### src/rtl/bdg_pkg.sv
// Shared types and constants for the button debounce / gear pulser unit.
// No dependencies; imported by every module of the block.
package bdg_pkg;

   localparam int BUTTONS_DEF   = 16;
   localparam int MAX_GEARS_DEF = 8;
   localparam int TIME_BITS_DEF = 64;

   localparam int WORD_W  = 16;
   localparam int GEAR_W  = 4;
   localparam int CNT_W   = 5;
   localparam int OWED_W  = 8;
   localparam int HIST_W  = 8;
   localparam int PMS_W   = 16;
   localparam int LEN_W   = 26;
   localparam int CSR_AW  = 5;
   localparam int CSR_DW  = 32;

   localparam logic [HIST_W-1:0] HIST_ALL  = 8'hFF;
   localparam logic [HIST_W-1:0] HIST_NONE = 8'h00;
   localparam logic [LEN_W-1:0]  US_PER_MS = 26'd1000;

   typedef enum logic [2:0] {
      REG_ENABLE    = 3'd0,
      REG_ACT_LOW   = 3'd1,
      REG_MODE      = 3'd2,
      REG_GEAR_FST  = 3'd3,
      REG_GEAR_CNT  = 3'd4,
      REG_UP_BTN    = 3'd5,
      REG_DOWN_BTN  = 3'd6,
      REG_PULSE_MS  = 3'd7
   } reg_index_type;

   typedef enum logic [1:0] {
      MODE_OFF   = 2'd0,
      MODE_HOLD  = 2'd1,
      MODE_PULSE = 2'd2,
      MODE_SEQ   = 2'd3
   } gear_mode_type;

   typedef struct packed {
      gear_mode_type     mode;
      logic [GEAR_W-1:0] first;
      logic [CNT_W-1:0]  count;
      logic [7:0]        up;
      logic [7:0]        down;
   } gear_cfg_type;

   typedef struct packed {
      logic             accept;
      logic             enable;
      logic             active_low;
      logic             level;
      logic             prev_bit;
      logic             gb_on;
      logic [CNT_W-1:0] count;
   } lane_ctl_type;

   typedef struct packed {
      logic deb;
      logic active;
   } lane_sts_type;

endpackage

### src/rtl/bdg_lane.sv
// One button lane: 8-poll debounce history and timed pulse queue.
// Depends on bdg_pkg.
module bdg_lane #(
   parameter int TIME_BITS = bdg_pkg::TIME_BITS_DEF
) (
   input  logic                 clock,
   input  logic                 reset,
   input  bdg_pkg::lane_ctl_type ctl,
   input  logic [TIME_BITS-1:0] now,
   input  logic [TIME_BITS-1:0] len,
   input  logic [TIME_BITS-1:0] now_len,
   input  logic [TIME_BITS-1:0] now_len2,
   output bdg_pkg::lane_sts_type sts
);
   import bdg_pkg::*;

   logic [HIST_W-1:0]    hist_ff, hist_in;
   logic [TIME_BITS-1:0] end_ff, end_in, next_ff, next_in;
   logic [OWED_W-1:0]    owed_ff, owed_in;
   logic [TIME_BITS-1:0] q_end, q_next;
   logic [OWED_W-1:0]    q_owed;
   logic                 pressed;
   logic                 deb_bit, act_bit;

   always_comb begin
      pressed = ctl.level ^ ctl.active_low;
      hist_in = hist_ff;
      deb_bit = 1'b0;
      if (ctl.enable) begin
         hist_in = {hist_ff[HIST_W-2:0], pressed};
         if (hist_in == HIST_ALL) begin
            deb_bit = 1'b1;
         end else if (hist_in == HIST_NONE) begin
            deb_bit = 1'b0;
         end else begin
            deb_bit = ctl.prev_bit;
         end
      end
   end

   always_comb begin
      q_end  = end_ff;
      q_next = next_ff;
      q_owed = owed_ff;
      if (ctl.count != '0) begin
         if (end_ff > now) begin
            q_owed = owed_ff + OWED_W'(ctl.count);
            q_next = end_ff + len;
         end else begin
            q_end = now_len;
            if (ctl.count > CNT_W'(1)) begin
               q_owed = OWED_W'(ctl.count - CNT_W'(1));
               q_next = now_len2;
            end
         end
      end
      end_in  = q_end;
      next_in = q_next;
      owed_in = q_owed;
      if (q_owed != '0 && now >= q_next) begin
         end_in  = now_len;
         owed_in = q_owed - OWED_W'(1);
         if (owed_in != '0) begin
            next_in = now_len2;
         end
      end
      act_bit = end_in > now;
   end

   assign sts = '{deb: deb_bit, active: act_bit};

   always_ff @(posedge clock) begin
      if (reset) begin
         hist_ff <= '0;
         end_ff  <= '0;
         next_ff <= '0;
         owed_ff <= '0;
      end else if (ctl.accept) begin
         hist_ff <= hist_in;
         if (ctl.gb_on) begin
            end_ff  <= end_in;
            next_ff <= next_in;
            owed_ff <= owed_in;
         end
      end
   end

endmodule

### config.mk
export PLATFORM = sky130hd
export DESIGN_NAME = bdg_lane
export DESIGN_NICKNAME = d
export VERILOG_FILES = /design/src/rtl/bdg_pkg.sv /design/src/rtl/bdg_lane.sv
export SDC_FILE = /design/constraint.sdc
export NUM_CORES = 1
export LEC_CHECK = 0
export BUFFER_PORTS_ARGS = -buffer_cell sky130_fd_sc_hd__buf_2
export CORE_MARGIN = 4
export CORE_UTILIZATION = 50
export CTS_CLUSTER_DIAMETER = 40
export DETAILED_ROUTE_END_ITERATION = 10
export HOLD_SLACK_MARGIN = 0.02
export PLACE_DENSITY = 0.75
export SYNTH_ARGS = -nofsm -noshare
export SYNTH_HDL_FRONTEND = slang
export SYNTH_SLANG_ARGS = --single-unit
### constraint.sdc
create_clock -name clock -period 8.03 [get_ports clock]
set_input_delay 0.4015 -clock clock [delete_from_list [all_inputs] [get_ports clock]]
set_output_delay 0.4015 -clock clock [all_outputs]
set_load 0.005 [all_outputs]
# Yosys cells after proc, flatten, opt, wreduce, memory -nomap -nowiden
# Cells that the tools add are included.
# Widths: inputs -> output; s select.
[totals] ff_bits=143 out_inout_bits=2 elab_cells=36
[classes] n_addsub=4 order_cmp=4 eq_ne=1 muxes=15 n_bitwise=1 reduce_logical=7
[op_table] operator="$mux 64" n=8
[op_table] operator="$gt 64x64->1" n=2
[op_table] operator="$add 64x64->64" n=1
[op_table] operator="$ge 64x64->1" n=1
[op_table] operator="$mux 8" n=4
[op_table] operator="$reduce_bool 8->1" n=2
[op_table] operator="$add 8x5->8" n=1
[op_table] operator="$eq 8x8->1 const B" n=1
[op_table] operator="$logic_not 8->1" n=1
[op_table] operator="$sub 8x1->8 const B" n=1
[op_table] operator="$sub 5x1->6 const B" n=1
[op_table] operator="$gt 5x1->1 const B" n=1
[op_table] operator="$reduce_bool 5->1" n=1
[op_table] operator="$reduce_and 2->1" n=2
[op_table] operator="$mux 1" n=3
[op_table] operator="$logic_and 1x1->1" n=1
[op_table] operator="$xor 1x1->1" n=1

# Depth between registers and ports, before layout
# Gate-level depths: netlist (run 1).
[logic_depth] ltp_word=8 mapped_depth=43 ltp_nobuf=40

# Worst setup path before layout (run 1)
# Ideal clock, no wire load.
[synth_path] kind="input port to output port" start="in len[0]" end="out sts[0] (netlist name)" arrival_ps=7655 required_time_ps=7628 setup_slack_ps=-27 path_stages=42 path_buffers=3 path_cell_list="ha_1 -> inv_1 -> fa_1 -> nor2b_1 -> o211ai_1 -> a31oi_1 -> and4_1 -> nor2_1 -> a2111oi_0 -> o21ai_0 -> nand2_1 -> a311oi_1 -> xnor2_1 -> a222oi_1 -> ha_1 -> a21o_1 -> a21o_1 -> a21o_1 -> [... 6 more ...] -> buf_2 -> buf_2 -> mux2_2 -> ha_1 -> a21o_1 -> a21oi_1 -> nor2b_1 -> o21ai_0 -> nand2b_1 -> a21oi_1 -> nor2b_1 -> o21ai_0 -> nand2_1 -> a221oi_1 -> a21oi_1 -> o21ai_0 -> a32oi_1 -> buf_4"
[synth_via] elab_chain_len=7
[synth_rtl] item="start: declaration" line="bdg_lane.sv:10" text="input logic [TIME_BITS-1:0] len,"
[synth_rtl] item="$add 64x64->64" line="bdg_lane.sv:48" text="q_next = end_ff + len;"
[synth_rtl] item="$mux 64" line="bdg_lane.sv:46" text="if (end_ff > now) begin"
[synth_rtl] item="$mux 64" line="bdg_lane.sv:45" text="if (ctl.count != '0) begin"
[synth_rtl] item="$ge 64x64->1" line="bdg_lane.sv:60" text="if (q_owed != '0 && now >= q_next) begin"
[synth_rtl] item="$logic_and 1x1->1" line="bdg_lane.sv:60"
[synth_rtl] item="$mux 64" line="bdg_lane.sv:60"
[synth_rtl] item="net end_in[9]" line="bdg_lane.sv:18" text="logic [TIME_BITS-1:0] end_ff, end_in, next_ff, next_in;"
[synth_rtl] item="$gt 64x64->1" line="bdg_lane.sv:67" text="act_bit = end_in > now;"
[synth_rtl] item="end: declaration" line="bdg_lane.sv:13" text="output bdg_pkg::lane_sts_type sts"
# The timed path passes the listed nets, and every way through them passes these cells.

==> metrics.md, run 1 <==
| Metric | Value |
|---|---|
| DR pass1 iterations | `8` |
| Die H | `189 um` |
| Cts hold-fix bufs | `0` |
| Vias in the first global route | `19100` |
| Overall routing resource usage | `34.7%` |
| Setup-failing EPs final | `1` |
| #FFs+latches synth | `143` |
| Max-cap check violation count | `0` |
| Post-synthesis instance total | `2113` |
| Startpoint Class | `flop` |
| PwrDens | `133 mW/mm^2` |
| Final period utilization | `107%` |
| Depth of the CTS H-tree | `4` |
| Critical Path Max Stage Delay | `0.63 ns` |
| Mean Syn Cell Area | `7.75 sq um` |
| Later-pin clock latency in the skew report | `0.46 ns` |
| Clock sinks | `143` |
| Status | `complete, but fails checks` |
| Post-synth top area cell | `ha_1` |
| Max frequency | `116 MHz` |
| Post-route ant nets | `0` |
| Worst EP required | `7.63 ns` |
| Post-route setup TNS | `-0.580 ns` |
| Failing checks | `negative setup slack` |
| Final setup skew | `0.0112 ns` |
| Critical path class | `flop to output pin` |
| Post-Syn Nets | `2648` |
| Main flop type after synthesis | `dfxtp_1` |
| Layout filler cell count | `2663` |
| Reg clk slew, reported paths | `0.06 ns` |
| Sequential-to-total area share from yosys stat | `17.5%` |
| I/O pin count | `271` |
| WL final | `64.9 mm` |
| Leakage | `10.9 nW` |
| HP Class | `input pin to flop` |
| CTS Root Cell | `clkbuf_16` |
| Die W | `189 um` |
| Crit Path Max Fanout | `5` |
| Global route overflow | `0` |
| Final hold violations | `0` |
| DRC | `0` |
| TritonCTS clock tree | `built` |
| I/O Buffers | `270` |
| Via density per instance | `6.05` |
| DRT iter0 DRCs | `1831` |
| EDFF count, synth | `0` |
| Most frequent cells in the layout | `408 x buf_4, 269 x buf_2, 250 x ha_1` |
| Commonest non-fill, non-tap cell in the layout | `buf_4` |
| Area share of the largest cell type after synthesis | `20.2%` |
| Crit. End Element | `output pin` |
| DR vias | `19200` |
| Die area | `0.0357 sq mm` |
| Final Power | `2.99 mW` |
| Post-layout nets | `3249` |
| Synthesis-to-layout area growth | `36.9%` |
| Slowest CP cell | `nor4_1` |
| Rows | `66` |
| Synthesized area | `0.0164 sq mm` |
| Share of cells above drive strength 1 | `33.7%` |
| Hpwl dp | `49.5 mm` |
| Yosys warning count | `0` |
| Register Area | `0.00287 sq mm` |
| Final Max Tran Viols | `0` |
| Post-place setup slack | `-0.852 ns` |
| Final Critical Period | `8.61 ns` |
| Total CTS buffers | `17` |
| Multi-input gate area | `0.0133 sq mm` |
| Max clock buf depth | `2` |
| Post-synth ARST share | `0%` |
| Core Area | `0.0325 sq mm` |
| Gpl congestion | `1.02` |
| Largest net degree at the start of global routing | `98` |
| Setup ws final | `-0.580 ns` |
| Unrepaired setup endpoints after global routing | `yes` |
| Initial antenna violation count | `8` |
| CP most frequent cell | `a21o_1` |
| WP data arrival | `8.21 ns` |
| Starting Density | `50.5%` |
| Worst slew margin | `30.3%` |
| WL per Instance | `20.4 um` |
| Synth area leaders | `ha_1 20%, dfxtp_1 17%, a21oi_1 6.4%` |
| Worst reg-to-reg setup slack | `1.21 ns` |
| Unique masters post-synth | `88` |
| VDD IR-drop max | `0.171 mV` |
| Global-route wire length before repair | `100 mm` |
| Tightest Pin Transition | `1.05 ns` |
[critical path: cells and delay by family (launching register included)]
kind	cells	cell delay, ns
compound gates	18	3.27
simple gates	6	1.51
buf+inv	9	1.34
fa+ha+maj	3	0.94
flops	1	0.35
mux	1	0.34
[Yosys cell counts, drive strengths merged, types with 26 or more instances]
cell type / instances
nand2b: 38
o21ai: 100
nand3: 57
a21oi: 211
mux2: 65
nand3b: 26
inv: 103
nand4: 52
nor2: 118
xnor2: 44
clkbuf: 87
a21o: 102
o311ai: 27
nand2: 249
dfxtp: 143
ha: 264
a311oi: 28
buf: 29
[metrics by stage]
| stage | hold WS [ns] | instance area, sq um | util (%) | instances |
|---|---|---|---|---|
| floorplan | 0.431 | 16400 | - | 2113 |
| global placement | 0.445 | 20800 | 64.1 | 3093 |
| detailed placement | 0.456 | 20800 | 64.1 | 3093 |
| CTS | 0.181 | 22200 | 68.4 | 3159 |
| global route | 0.198 | 22400 | 69.1 | 3176 |
| finish | 0.195 | 22400 | 69.1 | 3177 |
[repair_timing]
item | in CTS | in global routing
gates cloned | 1 | 0
setup buffers | 34 | 10
pin swaps | 75 | 42
resized for setup | 117 | 26
setup endpoints to repair | 1 | 1
[routing by layer]
layer	global-route usage, %	vias up	wire length, um
li1	-	9093	-
met1	44.5	9005	26500
met2	56.8	961	29800
met3	6.07	170	5500
met4	16.4	0	3100
met5	0	-	0
[layout make-up]
class / instances / area share (%)
clock buffer: 20 / 2.04
inverter: 103 / 1.72
multi-input combinational: 1751 / 59.1
timing repair buffer: 698 / 21.1
tap: 442 / 2.47
clock inverter: 11 / 0.625
antenna: 9 / 0.100
sequential: 143 / 12.8
[kinds of logic after synthesis]
family | synth area share [%]
buf+inv | 5.36
compound gates | 27.5
fa+ha+maj | 20.4
xor+xnor | 3.69
simple gates | 20.5
flops | 17.5
mux | 5.10
[registers in the layout (all words and copies together), names as in the netlist]
signal	count
next_ff	64
owed_ff	8
hist_ff	7
end_ff	64
[where the power goes]
| group | leakage, nW | internal (mW) | switching, mW | total [mW] |
|---|---|---|---|---|
| Combinational | 9.46 | 0.623 | 0.709 | 1.33 |
| Clock | 0.284 | 0.501 | 0.356 | 0.857 |
| Sequential | 1.17 | 0.758 | 0.0371 | 0.795 |
[final timing paths]
kind	endpoint	cells past startpoint	startpoint
setup / recovery	sts[0]	37	end_ff[54]
hold / removal	end_ff[5]	3	now_len[5]
setup reg to reg	end_ff[33]	33	end_ff[54]
hold reg to reg	hist_ff[5]	2	hist_ff[5]
Power figures use the tool's default switching activity.
==> run 2, diff against run 1 <==
Settings changed: CORE_UTILIZATION 50 to 40, PLACE_DENSITY 0.75 to unset, REMOVE_ABC_BUFFERS set to 1, SLEW_MARGIN set to 30.
==> metrics.md, run 2 (synthesized netlist as in run 1, its figures left out) <==
| Metric | Value |
|---|---|
| Max frequency | `115 MHz` |
| Die area | `0.0442 sq mm` |
| WL per Instance | `20.0 um` |
| Final Critical Period | `8.69 ns` |
| CTS Root Cell | `clkbuf_16` |
| GR Util met2 | `48.2%` |
| Gr busiest metal | `met2` |
| Tightest Pin Transition | `0.810 ns` |
| Depth of the CTS H-tree | `4` |
| Via density per instance | `5.74` |
| Unrepaired setup endpoints after global routing | `yes` |
| Post-place setup slack | `-0.938 ns` |
| Non-Filler Instances | `3324` |
| Placed Area | `0.0216 sq mm` |
| Util after Layout | `57.9%` |
| Hold_ws | `0.153 ns` |
| VDD IR-drop max | `0.137 mV` |
| Pint | `1.98 mW` |
| DR vias | `19100` |
| Synthesis-to-layout area growth | `41.8%` |
| Commonest non-fill, non-tap cell in the layout | `buf_4` |
| Final Power | `3.11 mW` |
| DR pass1 iterations | `6` |
| Total CTS buffers | `17` |
| Post-route setup TNS | `-0.657 ns` |
| DRT iter0 DRCs | `1510` |
| Status | `complete, but fails checks` |
| Post-layout nets | `3319` |
| CP most frequent cell | `a21o_1` |
| Met3 GRT Util | `4.73%` |
| Clk pwr share | `30.8%` |
| Hpwl dp | `52.2 mm` |
| WP data arrival | `8.29 ns` |
| I/O pin count | `271` |
| Switching portion of total power | `36.2%` |
| Final instance area | `0.0232 sq mm` |
| Vias in the first global route | `19400` |
| Rows | `73` |
| Die H | `210 um` |
| Critical Path Max Stage Delay | `0.55 ns` |
| Setup ws final | `-0.657 ns` |
| Largest net degree at the start of global routing | `72` |
| Clock sinks | `143` |
| Worst slew margin | `46.0%` |
| Sequential share of power | `25.4%` |
| WL final | `66.6 mm` |
| Final setup skew | `0.0152 ns` |
| Gpl congestion | `0.955` |
| Die W | `210 um` |
| Critical path class | `flop to output pin` |
| Setup-failing EPs final | `1` |
| Overall routing resource usage | `29.0%` |
| Net Sw Power | `1.13 mW` |
| Leakage | `11.3 nW` |
| Max clock buf depth | `2` |
| Combinational share of power | `43.8%` |
| Later-pin clock latency in the skew report | `0.49 ns` |
| TritonCTS clock tree | `built` |
| Post-route ant nets | `0` |
| Worst EP required | `7.63 ns` |
| Slowest CP cell | `or4b_4` |
| Most frequent cells in the layout | `480 x buf_4, 269 x buf_2, 248 x ha_1` |
| PwrDens | `134 mW/mm^2` |
| Largest regs | `end_ff: 64 flops, next_ff: 64 flops, owed_ff: 8 flops` |
| Share of cells above drive strength 1 | `35.8%` |
| Crit Path Max Fanout | `8` |
| Global-route wire length before repair | `102 mm` |
| Placed cells | `3273` |
| Startpoint Class | `flop` |
| GR Layer Usage met1 | `37.6%` |
| Final period utilization | `108%` |
| Reg clk slew, reported paths | `0.07 ns` |
| Initial antenna violation count | `2` |
| Starting Density | `40.8%` |
| Core Area | `0.0401 sq mm` |
| DRC | `0` |
| I/O Buffers | `270` |
| Final hold violations | `0` |
| Max-cap check violation count | `0` |
| Crit. End Element | `output pin` |
| Global route overflow | `0` |
| Layout filler cell count | `3714` |
| Final Max Tran Viols | `0` |
| Failing checks | `negative setup slack` |
| HP Class | `input pin to flop` |
==> run 2: cell count changes in the layout (fill, tap and decap cells not counted), sizes merged <==
cell and change:
clkbuf -2, bufinv +3, clkinvlp -3, clkinv +1, diode -7, inv +2, buf +70
==> run 2: final timing paths <==
check | slack (ns) | start | cells after the start | to
max | -0.66 | end_ff[1] | 40 | sts[0]
min reg2reg | 0.47 | next_ff[51] | 2 | next_ff[51]
min | 0.15 | now_len[5] | 3 | end_ff[5]
max reg2reg | 1.41 | end_ff[1] | 28 | next_ff[57]
==> run 2: power groups by stage <==
stage               clock, mW  combinational (mW)  sequential, mW
detailed placement          0                1.26           0.803
floorplan                   0               0.678           0.799
global placement            0                1.23           0.801
finish                  0.958                1.36           0.789
CTS                     0.975                1.31           0.788
global route             1.00                1.48           0.794
==> run 2: repair_timing <==
item	CTS	global route
cloned	0	0
hold buffers	0	0
pin swaps	43	68
endpoints found under the setup margin	1	1
buffers inserted	13	4
resized for setup	85	81
==> run 2: per-layer routing <==
metal	part of all wire, %	vias to the layer above
met3	6.6	150
met2	47	716
met1	43	9000
met4	3.7	2
li1	-	9221
met5	0.020	-
==> run 2: worst max-delay path: cells and delay by family (launching register included) <==
family          cells  cell delay [ns]
fa+ha+maj           3             0.75
buf+inv             5             0.82
simple gates        7             1.18
compound gates     24             4.39
flops               1             0.33
mux                 1             0.32
==> run 2: final cells by class <==
| type | count | area, sq um | area share (%) |
|---|---|---|---|
| clock buffer | 18 | 429 | 1.85 |
| sequential | 143 | 2870 | 12.4 |
| inverter | 103 | 387 | 1.66 |
| clock inverter | 14 | 238 | 1.02 |
| multi-input combinational | 1751 | 13400 | 57.7 |
| antenna | 2 | 5.00 | 0.0216 |
| tap | 525 | 657 | 2.83 |
| timing repair buffer | 768 | 5250 | 22.6 |
