File: src/rtl/bdg_pkg.sv
// Shared types and constants for the button debounce / gear pulser unit.
// No dependencies; imported by every module of the block.
package bdg_pkg;

   localparam int BUTTONS_DEF   = 16;
   localparam int MAX_GEARS_DEF = 8;
   localparam int TIME_BITS_DEF = 64;

   localparam int WORD_W  = 16;
   localparam int GEAR_W  = 4;
   localparam int CNT_W   = 5;
   localparam int OWED_W  = 8;
   localparam int HIST_W  = 8;
   localparam int PMS_W   = 16;
   localparam int LEN_W   = 26;
   localparam int CSR_AW  = 5;
   localparam int CSR_DW  = 32;

   localparam logic [HIST_W-1:0] HIST_ALL  = 8'hFF;
   localparam logic [HIST_W-1:0] HIST_NONE = 8'h00;
   localparam logic [LEN_W-1:0]  US_PER_MS = 26'd1000;

   typedef enum logic [2:0] {
      REG_ENABLE    = 3'd0,
      REG_ACT_LOW   = 3'd1,
      REG_MODE      = 3'd2,
      REG_GEAR_FST  = 3'd3,
      REG_GEAR_CNT  = 3'd4,
      REG_UP_BTN    = 3'd5,
      REG_DOWN_BTN  = 3'd6,
      REG_PULSE_MS  = 3'd7
   } reg_index_type;

   typedef enum logic [1:0] {
      MODE_OFF   = 2'd0,
      MODE_HOLD  = 2'd1,
      MODE_PULSE = 2'd2,
      MODE_SEQ   = 2'd3
   } gear_mode_type;

   typedef struct packed {
      gear_mode_type     mode;
      logic [GEAR_W-1:0] first;
      logic [CNT_W-1:0]  count;
      logic [7:0]        up;
      logic [7:0]        down;
   } gear_cfg_type;

   typedef struct packed {
      logic             accept;
      logic             enable;
      logic             active_low;
      logic             level;
      logic             prev_bit;
      logic             gb_on;
      logic [CNT_W-1:0] count;
   } lane_ctl_type;

   typedef struct packed {
      logic deb;
      logic active;
   } lane_sts_type;

endpackage

File: src/rtl/bdg_gear.sv
// Gearbox merge stage: finds the engaged gear, hands pulse requests to the
// lanes and merges their pulse outputs into the button word. Depends on bdg_pkg.
module bdg_gear #(
   parameter int BUTTONS   = bdg_pkg::BUTTONS_DEF,
   parameter int MAX_GEARS = bdg_pkg::MAX_GEARS_DEF
) (
   input  logic                        clock,
   input  logic                        reset,
   input  logic                        accept,
   input  bdg_pkg::gear_cfg_type       cfg,
   input  logic [BUTTONS-1:0]          deb,
   input  logic [BUTTONS-1:0]          active,
   output logic                        gb_on,
   output logic [bdg_pkg::CNT_W-1:0]   counts [BUTTONS],
   output logic [BUTTONS-1:0]          word
);
   import bdg_pkg::*;

   logic              lg_valid_ff, lg_valid_in;
   logic [GEAR_W-1:0] lg_ff, lg_in;
   logic [BUTTONS-1:0] range, gears, onehot;
   logic              found, change;
   logic [CNT_W-1:0]  cur;
   logic [GEAR_W-1:0] cur4, steps;
   logic [7:0]        tgt;
   logic [CNT_W-1:0]  idx;

   always_comb begin
      gb_on = cfg.mode != MODE_OFF && cfg.count >= CNT_W'(2)
              && cfg.count <= CNT_W'(MAX_GEARS)
              && ({2'b0, cfg.first} + {1'b0, cfg.count}) <= 6'(BUTTONS);
      for (int i = 0; i < BUTTONS; i++) begin
         range[i] = (5'(i) >= {1'b0, cfg.first})
                    && (6'(i) < ({2'b0, cfg.first} + {1'b0, cfg.count}));
      end
      gears  = deb & range;
      found  = |gears;
      onehot = gears & (~gears + BUTTONS'(1));
      cur    = '0;
      for (int i = BUTTONS - 1; i >= 0; i--) begin
         if (gears[i]) begin
            cur = 5'(i) - {1'b0, cfg.first};
         end
      end
      cur4   = cur[GEAR_W-1:0];
      change = found && (!lg_valid_ff || cur4 != lg_ff);
      if (cur4 > lg_ff) begin
         steps = cur4 - lg_ff;
         tgt   = cfg.up;
      end else begin
         steps = lg_ff - cur4;
         tgt   = cfg.down;
      end
      idx = {1'b0, cfg.first} + {1'b0, cur4};
      for (int i = 0; i < BUTTONS; i++) begin
         counts[i] = '0;
         if (gb_on && change) begin
            if (cfg.mode == MODE_SEQ && lg_valid_ff && tgt == 8'(i)) begin
               counts[i] = CNT_W'(steps);
            end else if (cfg.mode == MODE_PULSE && idx == 5'(i)) begin
               counts[i] = CNT_W'(1);
            end
         end
      end
      lg_valid_in = lg_valid_ff;
      lg_in       = lg_ff;
      if (gb_on && change) begin
         lg_valid_in = 1'b1;
         lg_in       = cur4;
      end
      if (gb_on) begin
         word = (deb & ~range) | active | ((cfg.mode == MODE_HOLD) ? onehot : '0);
      end else begin
         word = deb;
      end
   end

   always_ff @(posedge clock) begin
      if (reset) begin
         lg_valid_ff <= 1'b0;
         lg_ff       <= '0;
      end else if (accept) begin
         lg_valid_ff <= lg_valid_in;
         lg_ff       <= lg_in;
      end
   end

   a_lg_sticky: assert property (@(posedge clock) disable iff (reset)
      $past(lg_valid_ff) |-> lg_valid_ff) else $error("gear memory lost");
   a_bypass_hold: assert property (@(posedge clock) disable iff (reset)
      accept && !gb_on |=> $stable(lg_ff) && $stable(lg_valid_ff))
      else $error("gear changed while bypassed");
   a_hold_one: assert property (@(posedge clock) disable iff (reset)
      $countones(onehot) <= 1) else $error("more than one gear selected");

endmodule
File: config.mk
export PLATFORM = sky130hd
export DESIGN_NAME = bdg_gear
export DESIGN_NICKNAME = d
export VERILOG_FILES = /design/src/rtl/bdg_pkg.sv /design/src/rtl/bdg_gear.sv
export SDC_FILE = /design/constraint.sdc
export NUM_CORES = 1
export LEC_CHECK = 0
export BUFFER_PORTS_ARGS = -buffer_cell sky130_fd_sc_hd__buf_2
export CORE_ASPECT_RATIO = 0.7
export CORE_MARGIN = 2
export CORE_UTILIZATION = 35
export CTS_CLUSTER_SIZE = 16
export DETAILED_ROUTE_END_ITERATION = 10
export HOLD_SLACK_MARGIN = 0.06
export PLACE_DENSITY = 0.61
export RECOVER_POWER = 50
export SLEW_MARGIN = 30
export SYNTH_ARGS = -nofsm -noshare
export SYNTH_HDL_FRONTEND = slang
export SYNTH_SLANG_ARGS = --single-unit
File: constraint.sdc
create_clock -name clock -period 9.55 [get_ports clock]
set_input_delay 1.91 -clock clock [delete_from_list [all_inputs] [get_ports clock]]
set_output_delay 1.91 -clock clock [all_outputs]
set_load 0.01 [all_outputs]
# After elaboration in Yosys (flattened, before gate mapping)
# Cells that the tools add are included.
# Widths: inputs -> output; s select.
# totals
regBits	5
latch_bits	0
mem_bits_rw	0
rom_bits	0
output_inout_bits	97
mem_count	0
# classes
n_addsub	21
mul	0
div	0
order_cmp	35
n_eq_ne	34
shifts	0
muxes	68
n_bitwise	7
reduce_logical	60
# op_table
op	n
$mux 4	49
$eq 8x4->1 const B	8
$logic_and 1x1->1	53
$and 16x16->16	3
$lt 4x6->1 const A	8
$eq 5x4->1 const B	8
$eq 8x3->1 const B	4
$mux 16	2
$not 16->16	2
$or 16x16->16	2
$sub 4x4->4 const A	8
$ge 4x4->1 const A	7
$lt 3x6->1 const A	4
$eq 5x3->1 const B	4
$add 16x1->16 const B	1
$eq 8x2->1 const B	2
$ge 3x4->1 const A	4
$mux 1	16
$reduce_or 16->1	1
$sub 3x4->4 const A	4
$lt 1x6->1 const A	2
$lt 2x6->1 const A	2
$eq 5x2->1 const B	2
$eq 8x1->1 const B	1
other kinds (22)	28

# Longest topological paths before layout
# Gate-level depths: netlist (run 1).
# logic_depth
word_depth	26
depth_mapped	23
mapped_depth_nobuf	23

# Worst setup path after synthesis (run 1)
# No wires, ideal clock.
# synth_timing
path_type	input to output
from	input port cfg[22] in the netlist's numbering
to	output port counts[75] in the netlist's numbering
t_arrival_ns	7.635
slack_ns	0.005
path_stages	21
cell_sequence	clkbuf_1 > inv_1 > fa_1 > xnor2_2 > o2bb2ai_1 > a221oi_2 > a2111oi_2 > a221oi_2 > o221ai_1 > or4b_1 > a21oi_2 > inv_1 > ha_1 > and4_1 > a21oi_1 > mux2i_1 > or3b_2 > nor2_1 > nand2_1 > o22ai_1 > and2_1
# synth_rtl
item	line	rtl
start, declared	bdg_gear.sv:10	input bdg_pkg::gear_cfg_type cfg,
end, declared	bdg_gear.sv:14	output logic [bdg_pkg::CNT_W-1:0] counts [BUTTONS],

==> impl_metrics.py, run 1 <==
metrics = {
    "worst_setup_path": {
        "critPathMostFrequentCell": "buf_4",
        "worstPathArrival_ps": 7430,
        "crit_type": "input port to output pin",
        "end_kind": "output pin",
        "rrSetupSlack_ps": 7230,
        "crit_buf_inv": 9,
        "r2r_cells": 8,
        "timing.rr.start": "lg_ff[1]",
        "cp_data_required_time_ps": 7640,
        "cp_slowest_stage_delay_ps": 470,
        "r2r_end": "lg_ff[3]",
        "path_delay_family": "simple AND/OR/NAND/NOR gates",
        "worstSetupStartpointType": "input port",
        "timing.critical_path.fanout_max": 9,
        "cp_slowest_cell": "fa_2",
        "critical_path_depth": 28,
    },
    "timing": {
        "fmax_mhz": 107,
        "setup_viol": 0,
        "min_period_over_period_pct": 97.8,
        "skew_ps": 1.15,
        "slew_viol_final": 0,
        "post-route-min-period_ps": 9340,
        "fin_ws_ps": 208,
        "hold_viol": 0,
        "slew-limit-headroom_pct": 62.5,
        "tightest_slew_ps": 557,
    },
    "clocking": {
        "numClockSinks": 5,
        "clock_latency_ps": 220,
        "numCtsBuffers": 3,
        "ctsHtreeMaxLevel": 1,
        "cts.path.max_buffers": 2,
        "tritoncts": "built",
        "clockRootBuffer": "clkbuf_16",
        "path_clk_slew_ps": 30,
        "cts_hold_buf": 0,
    },
    "floorplanning": {
        "io_pins": 159,
        "die_w_um": 127,
        "rows": 31,
        "initial_core_util_pct": 35.9,
        "coreArea_um2": 10400,
        "dieArea_um2": 11500,
        "die_h_um": 90.2,
    },
    "detailed_routing": {
        "via_per_inst": 5.82,
        "drtIter0Drc": 582,
        "drcViolationCount": 0,
        "antenna_left": 0,
        "wl_per_cell_um": 17.7,
        "via_count": 5234,
        "wirelength_um": 15900,
        "firstDrtPassIters": 5,
    },
    "synth": {
        "synth_compound_area_share_pct": 34.7,
        "yosys.area_share.simple_pct": 36.1,
        "netlist_area_um2": 3720,
        "synthAdderAreaFrac_pct": 11.6,
        "yosys_most_used_dff": "dfxtp_1",
        "synth_edf_count": 0,
        "synthArstFlopShare_pct": 0,
        "synth_warnings": 0,
        "synth_mux_area_share_pct": 2.19,
        "avgSynthCellArea_um2": 6.54,
        "postSynthCellCount": 569,
        "synth-seq-area-share_pct": 2.69,
        "synth-xor-area-share_pct": 3.50,
        "ys_types": 80,
        "synth_seq_cells": 5,
        "synth_top_family_by_area": "simple AND/OR/NAND/NOR gates",
    },
    "grt": {
        "first_global_vias": 4951,
        "track_usage_pct": 26.6,
        "grt_pass1_wl_um": 25300,
        "grt_max_degree": 20,
        "gr-total-overflow": 0,
        "antenna_found_initial": 0,
    },
    "outcome": {
        "status": "finished clean",
    },
    "cells_and_area": {
        "finalNetCount": 862,
        "final_cell_area_um2": 5150,
        "antenna_cells": 0,
        "post-route-util_pct": 49.7,
        "areaGrowthSynthToFinish_pct": 38.4,
        "drive_gt1_share_pct": 32.9,
    },
    "power": {
        "leakagePower_nw": 2.44,
        "p_total_mw": 0.482,
        "power.density_nw_per_um2": 93.6,
        "vdd_drop_max_v": 0.0000464,
    },
    "min_path": {
        "holdPathStages": 2,
        "worstHoldStart": "lg_ff[2]",
        "min_to": "lg_ff[2]",
        "hold_path.class": "flip-flop to flip-flop",
    },
    "placement": {
        "io_buffers": 142,
        "dp_hpwl_um": 13000,
        "place_ws_ps": 35.7,
        "place_area_um2": 4980,
        "gp_congestion": 1.01,
    },
    "run": {
        "maxCapViolations": 0,
    },
}
==> worst max path at each step <==
stage | from | to | slack, ps
after floorplan | cfg[22] | counts[75] | 5
after global placement | cfg[16] | counts[75] | 250
after detailed placement | cfg[16] | counts[75] | 40
after CTS | cfg[16] | counts[75] | 60
after global routing | cfg[16] | counts[0] | -50
final | cfg[16] | counts[0] | 210
==> worst reg2reg max path, delay by kind of cell, from the launching register on <==
family / cells / cell delay (ps)
AO/OA/AOI/OAI: 2 / 650
AND/OR/NAND/NOR: 2 / 320
buffers and inverters: 3 / 500
adder cells (fa/ha/maj): 1 / 340
flip-flops: 1 / 410
==> sequential cells by signal, summed over array words and instances (netlist names) <==
register,count
lg_ff,4
lg_valid_ff,1
==> kinds of logic after synthesis <==
family / Yosys count
AOI/OAI and AO/OA: 174
xor gates and xnor gates: 14
adders and majority gates: 32
buffers and inverters: 68
DFF: 5
muxes: 8
other: 1
and+or+nand+nor: 267
==> cells in the mapped netlist, types with 7 or more instances <==
library cell	n	area (um^2)
a22o_1	14	123
a211oi_1	8	60.1
nor2b_1	11	68.8
o21ai_0	20	100
nor3_1	7	35.0
xnor2_1	8	70.1
nand2b_1	14	87.6
nand2_1	56	210
inv_1	24	90.1
and2_1	18	113
nand3_1	18	90.1
a21oi_1	33	165
ha_1	28	350
o22ai_1	22	138
nor2_1	90	338
mux2i_1	7	70.1
clkbuf_1	18	67.6
buf_4	16	120
==> where the power goes <==
group          switching (mW)  total [mW]  internal (mW)  leakage (nW)
combinational           0.227       0.392          0.164          2.36
sequential           0.000647      0.0223         0.0217        0.0404
clock                  0.0127      0.0679         0.0552        0.0382
==> metrics by stage <==
step | hold WS [ps] | cells | TNS (ps)
final | 540 | 899 | 0
after global routing | 577 | 899 | -88.0
after CTS | 548 | 896 | 0
after detailed placement | 543 | 891 | 0
after global placement | 520 | 891 | 0
after floorplan | 502 | 584 | 0
==> timing repair <==
item / in CTS / in global routing
resized for setup: 0 / 20
setup endpoints to repair: 2 / 64
setup buffers: 1 / 3
endpoints found under the hold margin: 0 / 0
pin swaps: 1 / 4
==> cell type report <==
cell class                      instances  area, um^2
Clock buffer                            4        78.8
Sequential cell                         5         100
Tap cell                              132         165
Fill cell                            1046        5210
Multi-Input combinational cell        511        3410
Timing Repair Buffer                  222        1300
Inverter                               25        93.8
==> metal layers <==
| layer | routed length (um) | global-route usage [%] | share of wire (%) |
|---|---|---|---|
| met1 | 7130 | 38.4 | 45 |
| met2 | 6690 | 41.1 | 42 |
| met3 | 1890 | 5.77 | 12 |
| met4 | 178 | 4.03 | 1.1 |
| met5 | 0 | 0 | 0 |
==> placed cells by master (no fill, tap or decap), drive strengths merged, types with 5 or more instances in the layout <==
master | synthesis | routed
buf | 24 | 212
nor2 | 90 | 90
nand2 | 59 | 59
a21oi | 34 | 34
ha | 28 | 28
inv | 25 | 25
o22ai | 22 | 22
o21ai | 21 | 21
and2 | 19 | 19
nand3 | 18 | 18
conb | 1 | 16
a22o | 14 | 14
nand2b | 14 | 14
clkbuf | 19 | 14
nor2b | 11 | 11
xnor2 | 9 | 9
a211oi | 8 | 8
nor3 | 8 | 8
mux2i | 7 | 7
a221oi | 7 | 7
o2bb2ai | 6 | 6
nand4 | 6 | 6
o211ai | 6 | 6
nor4 | 6 | 6
a21o | 5 | 5
nand3b | 5 | 5
a211o | 5 | 5
xor2 | 5 | 5
dfxtp | 5 | 5
or4 | 5 | 5
No activity file was read; power rests on OpenSTA's default activity.
==> run 2, diff against run 1 <==
Settings changed: PLACE_DENSITY 0.61 to 0.59.
Clock period 9.55 ns to 11.82 ns, I/O delays scaled along.
==> run 2 against run 1 <==
  * Final cell count shrank 8.1%
  * Sequential cell count is the same
  * Critical path depth down 5
  * Via count decreased by 5.3%
  * Register-to-register slack improved by 2100 ps
  * Clock power fell by 17%
  * First-iteration DRC count is 4.0% higher
  * Routed wire length is 1.9% lower
  * Utilization is 6.2 points lower
  * Total power down 29%
  * Sequential share of layout area increased by 0.28 points
  * Largest cell class unchanged
  * Highest routed layer unchanged
==> impl_metrics.py, run 2 (same netlist as run 1, synthesis figures left out) <==
metrics = {
    "power": {
        "power_frac_seq_pct": 5.2,
        "switching_share_pct": 54.5,
        "pwr-share-clk_pct": 16.4,
        "power.density_nw_per_um2": 76.2,
        "p_switching_mw": 0.187,
        "internal-power_mw": 0.156,
        "pwr-share-comb_pct": 78.4,
        "vdd_drop_max_v": 0.0000569,
        "leakagePower_nw": 1.98,
        "p_total_mw": 0.343,
    },
    "clocking": {
        "clock_latency_ps": 230,
        "numClockSinks": 5,
        "path_clk_slew_ps": 40,
        "ctsHtreeMaxLevel": 1,
        "cts.path.max_buffers": 2,
        "numCtsBuffers": 3,
        "tritoncts": "built",
        "clockRootBuffer": "clkbuf_16",
    },
    "placement": {
        "gp_congestion": 0.978,
        "place_area_um2": 4450,
        "dp_hpwl_um": 12600,
        "io_buffers": 142,
    },
    "cells_and_area": {
        "areaGrowthSynthToFinish_pct": 21.2,
        "finalNetCount": 789,
        "top_register": "lg_ff",
        "antenna_cells": 0,
        "drive_gt1_share_pct": 20.6,
        "final_common_cell": "buf_2",
        "layout_common_cells": "buf_2 (107), nor2_1 (89), nand2_1 (56)",
        "final_cell_area_um2": 4510,
        "top_regs": "lg_ff x4, lg_valid_ff x1",
        "largest_reg_flops": 4,
    },
    "floorplanning": {
        "rows": 31,
        "initial_core_util_pct": 35.9,
        "coreArea_um2": 10400,
        "die_w_um": 127,
        "dieArea_um2": 11500,
        "die_h_um": 90.2,
        "io_pins": 159,
    },
    "detailed_routing": {
        "wirelength_um": 15600,
        "antenna_left": 0,
        "via_per_inst": 6.00,
        "drcViolationCount": 0,
        "firstDrtPassIters": 6,
        "via_count": 4956,
        "wl_per_cell_um": 18.8,
        "drtIter0Drc": 605,
    },
    "worst_setup_path": {
        "crit_path_start": "cfg[21]",
        "cp_slowest_cell": "a21oi_1",
        "worstSetupStartpointType": "input port",
        "critPathMostFrequentCell": "a21oi_1",
        "cp_slowest_stage_delay_ps": 650,
        "path_cells": "buf_2 -> ha_1 -> inv_1 -> fa_1 -> nor2b_1 -> o21ai_0 -> a21oi_1 -> a2111o_1 -> a21oi_1 -> or4b_1 -> a21oi_2 -> inv_1 -> ha_1 -> and4_1 -> a21oi_1 -> buf_4 -> mux2i_1 -> or3b_2 -> nor2_1 -> nand2_1 -> o22ai_1 -> and2_1 -> buf_2",
        "crit_type": "input port to output pin",
        "cp_data_required_time_ps": 9460,
        "timing.rr.start": "lg_ff[0]",
        "timing.critical_path.fanout_max": 15,
        "end_kind": "output pin",
        "worstPathArrival_ps": 9060,
    },
    "timing": {
        "slew_viol_final": 0,
        "min_period_over_period_pct": 96.7,
        "hold_ws_ps": 582,
        "post-route-min-period_ps": 11420,
        "fmax_mhz": 87.5,
        "tightest_slew_ps": 1040,
        "slew-limit-headroom_pct": 30.7,
        "skew_ps": 5.09,
        "setup_tns_ps": 0,
        "hold_viol": 0,
        "rsz0062_at_grt": "no",
        "setup_viol": 0,
    },
    "min_path": {
        "worstHoldStart": "lg_ff[2]",
        "hold_path.class": "flip-flop to flip-flop",
    },
    "run": {
        "maxCapViolations": 0,
    },
    "grt": {
        "antenna_found_initial": 0,
        "grt_pass1_wl_um": 24300,
        "track_usage_pct": 26.1,
        "grt_max_degree": 23,
        "first_global_vias": 4477,
        "gr-total-overflow": 0,
    },
    "outcome": {
        "status": "finished clean",
    },
}
==> run 2: metal layers <==
metal | vias to the layer above | routed length [um] | global-route usage, %
met5 | - | 0 | 0
met4 | 0 | 66 | 3.48
met3 | 9 | 1720 | 4.88
met2 | 307 | 6170 | 36.2
met1 | 2320 | 7610 | 41.6
li1 | 2320 | - | -
==> run 2: worst max-delay path: cells and delay by family <==
kind,cells,cell delay [ps]
and+or+nand+nor,7,2420
AOI/OAI and AO/OA,7,2030
adders and majority gates,3,1080
buffers and inverters,5,860
muxes,1,290
==> run 2: power groups by stage <==
stage | clock network (mW) | registers [mW] | logic, mW
3_5_place_dp | 0 | 0.0183 | 0.258
4_1_cts | 0.0569 | 0.0180 | 0.260
5_1_grt | 0.0586 | 0.0181 | 0.293
2_1_floorplan | 0 | 0.0181 | 0.188
6_report | 0.0563 | 0.0180 | 0.269
3_3_place_gp | 0 | 0.0182 | 0.257
==> run 2: repair_timing <==
action,CTS,global route
buffers inserted,0,1
gates resized for setup,0,3
endpoints found under the setup margin,0,50
hold buffers,0,0
hold endpoints to repair,0,0
==> run 2: area by class of cell <==
cell class              count  area [um^2]
fillers                  1140         5850
multi-input cells         511         3350
repair buffers            149          716
well taps                 132          165
flip-flops and latches      5          100
inverters                  25         93.8
clock buffers               4         78.8
==> run 2: worst paths after layout <==
kind	slack, ps	end	cells past startpoint
hold reg to reg	580	lg_ff[2]	2
hold / removal	580	lg_ff[2]	2
setup / recovery	400	counts[65]	23
setup reg to reg	9330	lg_ff[3]	6
==> run 2: metrics by stage <==
step	cells	setup WS [ps]	util [%]
6_report	826	396	43.5
5_1_grt	826	35.3	43.5
4_1_cts	825	321	43.7
3_5_place_dp	821	343	43.0
3_3_place_gp	821	443	43.0
2_1_floorplan	584	1370	-
==> run 3, diff against run 2 <==
Clock period 11.82 ns to 14.4 ns, I/O delays scaled along.
==> run 3 against run 2 <==
  * Clock-buffer cell count did not move
  * Sequential cell count did not move
  * Register-to-register slack improved by 1900 ps
  * Sequential share of layout area barely moved
  * Via count fell by 0.12%
  * Non-clock buffer count fell by 4
  * Worst setup slack improved by 510 ps
  * Critical path type unchanged
  * Critical endpoint is now counts[21]
  * Largest cell class unchanged
  * Highest routed layer unchanged
==> impl_metrics.py, run 3 (same netlist as run 1, synthesis figures left out) <==
metrics = {
    "power": {
        "vdd_drop_max_v": 0.0000364,
        "leakagePower_nw": 1.97,
        "switching_share_pct": 54.2,
        "power_frac_seq_pct": 5.4,
        "internal-power_mw": 0.126,
        "pwr-share-clk_pct": 16.8,
        "power.density_nw_per_um2": 62.0,
        "pwr-share-comb_pct": 77.9,
        "p_switching_mw": 0.149,
    },
    "grt": {
        "antenna_found_initial": 0,
        "gr-total-overflow": 0,
        "first_global_vias": 4509,
        "track_usage_pct": 26.0,
        "grt_pass1_wl_um": 24400,
        "grt_max_degree": 28,
    },
    "worst_setup_path": {
        "cp_data_required_time_ps": 11520,
        "crit_type": "input port to output pin",
        "end_kind": "output pin",
        "worstSetupStartpointType": "input port",
        "worstPathArrival_ps": 10620,
        "timing.critical_path.fanout_max": 17,
    },
    "clocking": {
        "postCtsSetupBuffers": 0,
        "clock_latency_ps": 230,
        "path_clk_slew_ps": 30,
        "cts.path.max_buffers": 2,
        "cts_hold_buf": 0,
        "clockRootBuffer": "clkbuf_16",
        "numClockSinks": 5,
        "ctsHtreeMaxLevel": 1,
        "tritoncts": "built",
        "numCtsBuffers": 3,
        "cts_resized": 0,
    },
    "timing": {
        "hold_ws_ps": 548,
        "post-route-min-period_ps": 13500,
        "setup_tns_ps": 0,
        "slew-limit-headroom_pct": 3.51,
        "min_period_over_period_pct": 93.7,
        "rsz0062_at_grt": "no",
        "skew_ps": 1.93,
        "slew_viol_final": 0,
        "setup_viol": 0,
        "fmax_mhz": 74.1,
        "hold_viol": 0,
        "tightest_slew_ps": 1450,
    },
    "floorplanning": {
        "coreArea_um2": 10400,
        "dieArea_um2": 11500,
        "io_pins": 159,
        "die_h_um": 90.2,
        "rows": 31,
        "die_w_um": 127,
        "initial_core_util_pct": 35.9,
    },
    "cells_and_area": {
        "antenna_cells": 0,
        "areaGrowthSynthToFinish_pct": 19.0,
        "layout_common_cells": "buf_2 (116), nor2_1 (90), nand2_1 (58)",
        "top_regs": "lg_ff x4, lg_valid_ff x1",
        "top_register": "lg_ff",
        "final_common_cell": "buf_2",
        "drive_gt1_share_pct": 20.1,
        "largest_reg_flops": 4,
        "finalNetCount": 785,
    },
    "detailed_routing": {
        "drtIter0Drc": 620,
        "firstDrtPassIters": 5,
        "wirelength_um": 15500,
        "wl_per_cell_um": 18.9,
        "drcViolationCount": 0,
        "antenna_left": 0,
        "via_per_inst": 6.02,
        "via_count": 4950,
    },
    "placement": {
        "gp_congestion": 1.03,
        "dp_hpwl_um": 12700,
        "io_buffers": 142,
    },
    "run": {
        "maxCapViolations": 0,
    },
    "outcome": {
        "status": "finished clean",
    },
    "min_path": {
        "hold_path.class": "flip-flop to flip-flop",
    },
}
[run 3: changes by cell type in the layout (fill, tap and decap cells not counted), sizes merged]
cell,delta
buf,+5
clkbuf,-9
[run 3: worst max-delay path, cell delays in order]
cell       delay [ps]
buf_2             320
inv_1             310
fa_1              590
xnor2_1           860
o2bb2ai_1         270
a221o_1           440
a2111oi_1        1040
nor4_1            170
a21oi_1           190
a2bb2oi_1         260
nor2b_1           150
ha_1              530
and4_1            340
a221oi_1         1180
buf_6             280
nand2_1           360
nor2_1            250
clkbuf_1          170
[run 3: per-layer routing]
layer  global-route usage, %  vias up  wire [um]
li1                        -     2312          -
met1                    41.2     2290       7380
met2                    35.5      327       6150
met3                    5.18       21       1820
met4                    5.13        0        159
met5                       0        -          0
[run 3: layout make-up]
| type | instances | area, um^2 |
|---|---|---|
| fillers | 1122 | 5930 |
| repair buffers | 145 | 701 |
| flip-flops and latches | 5 | 100 |
| inverters | 25 | 93.8 |
| clock buffers | 4 | 78.8 |
| well taps | 132 | 165 |
| multi-input cells | 511 | 3290 |
[run 3: path summary, 6_finish.rpt]
path | startpoint | end | slack [ps] | cells past startpoint
max | cfg[22] | counts[21] | 900 | 18
min | lg_valid_ff | lg_valid_ff | 550 | 2
max reg2reg | lg_ff[0] | lg_ff[3] | 11260 | 7
min reg2reg | lg_valid_ff | lg_valid_ff | 550 | 2
[run 3: per-stage QoR]
stage / instances / worst slack [ps] / total power [mW] / instance area [um^2] / util, %
2_1_floorplan: 584 / 2920 / 0.169 / 3770 / -
3_3_place_gp: 817 / 1800 / 0.224 / 4420 / 42.7
3_5_place_dp: 817 / 1630 / 0.226 / 4420 / 42.7
4_1_cts: 821 / 1610 / 0.274 / 4500 / 43.4
5_1_grt: 822 / 538 / 0.299 / 4430 / 42.7
6_report: 822 / 905 / 0.274 / 4430 / 42.7
[run 3: power by group through the flow]
stage | sequential, mW | combinational, mW | clock [mW]
6_report | 0.0147 | 0.214 | 0.0460
3_5_place_dp | 0.0150 | 0.211 | 0
4_1_cts | 0.0148 | 0.212 | 0.0468
5_1_grt | 0.0148 | 0.235 | 0.0487
3_3_place_gp | 0.0149 | 0.209 | 0
2_1_floorplan | 0.0149 | 0.154 | 0
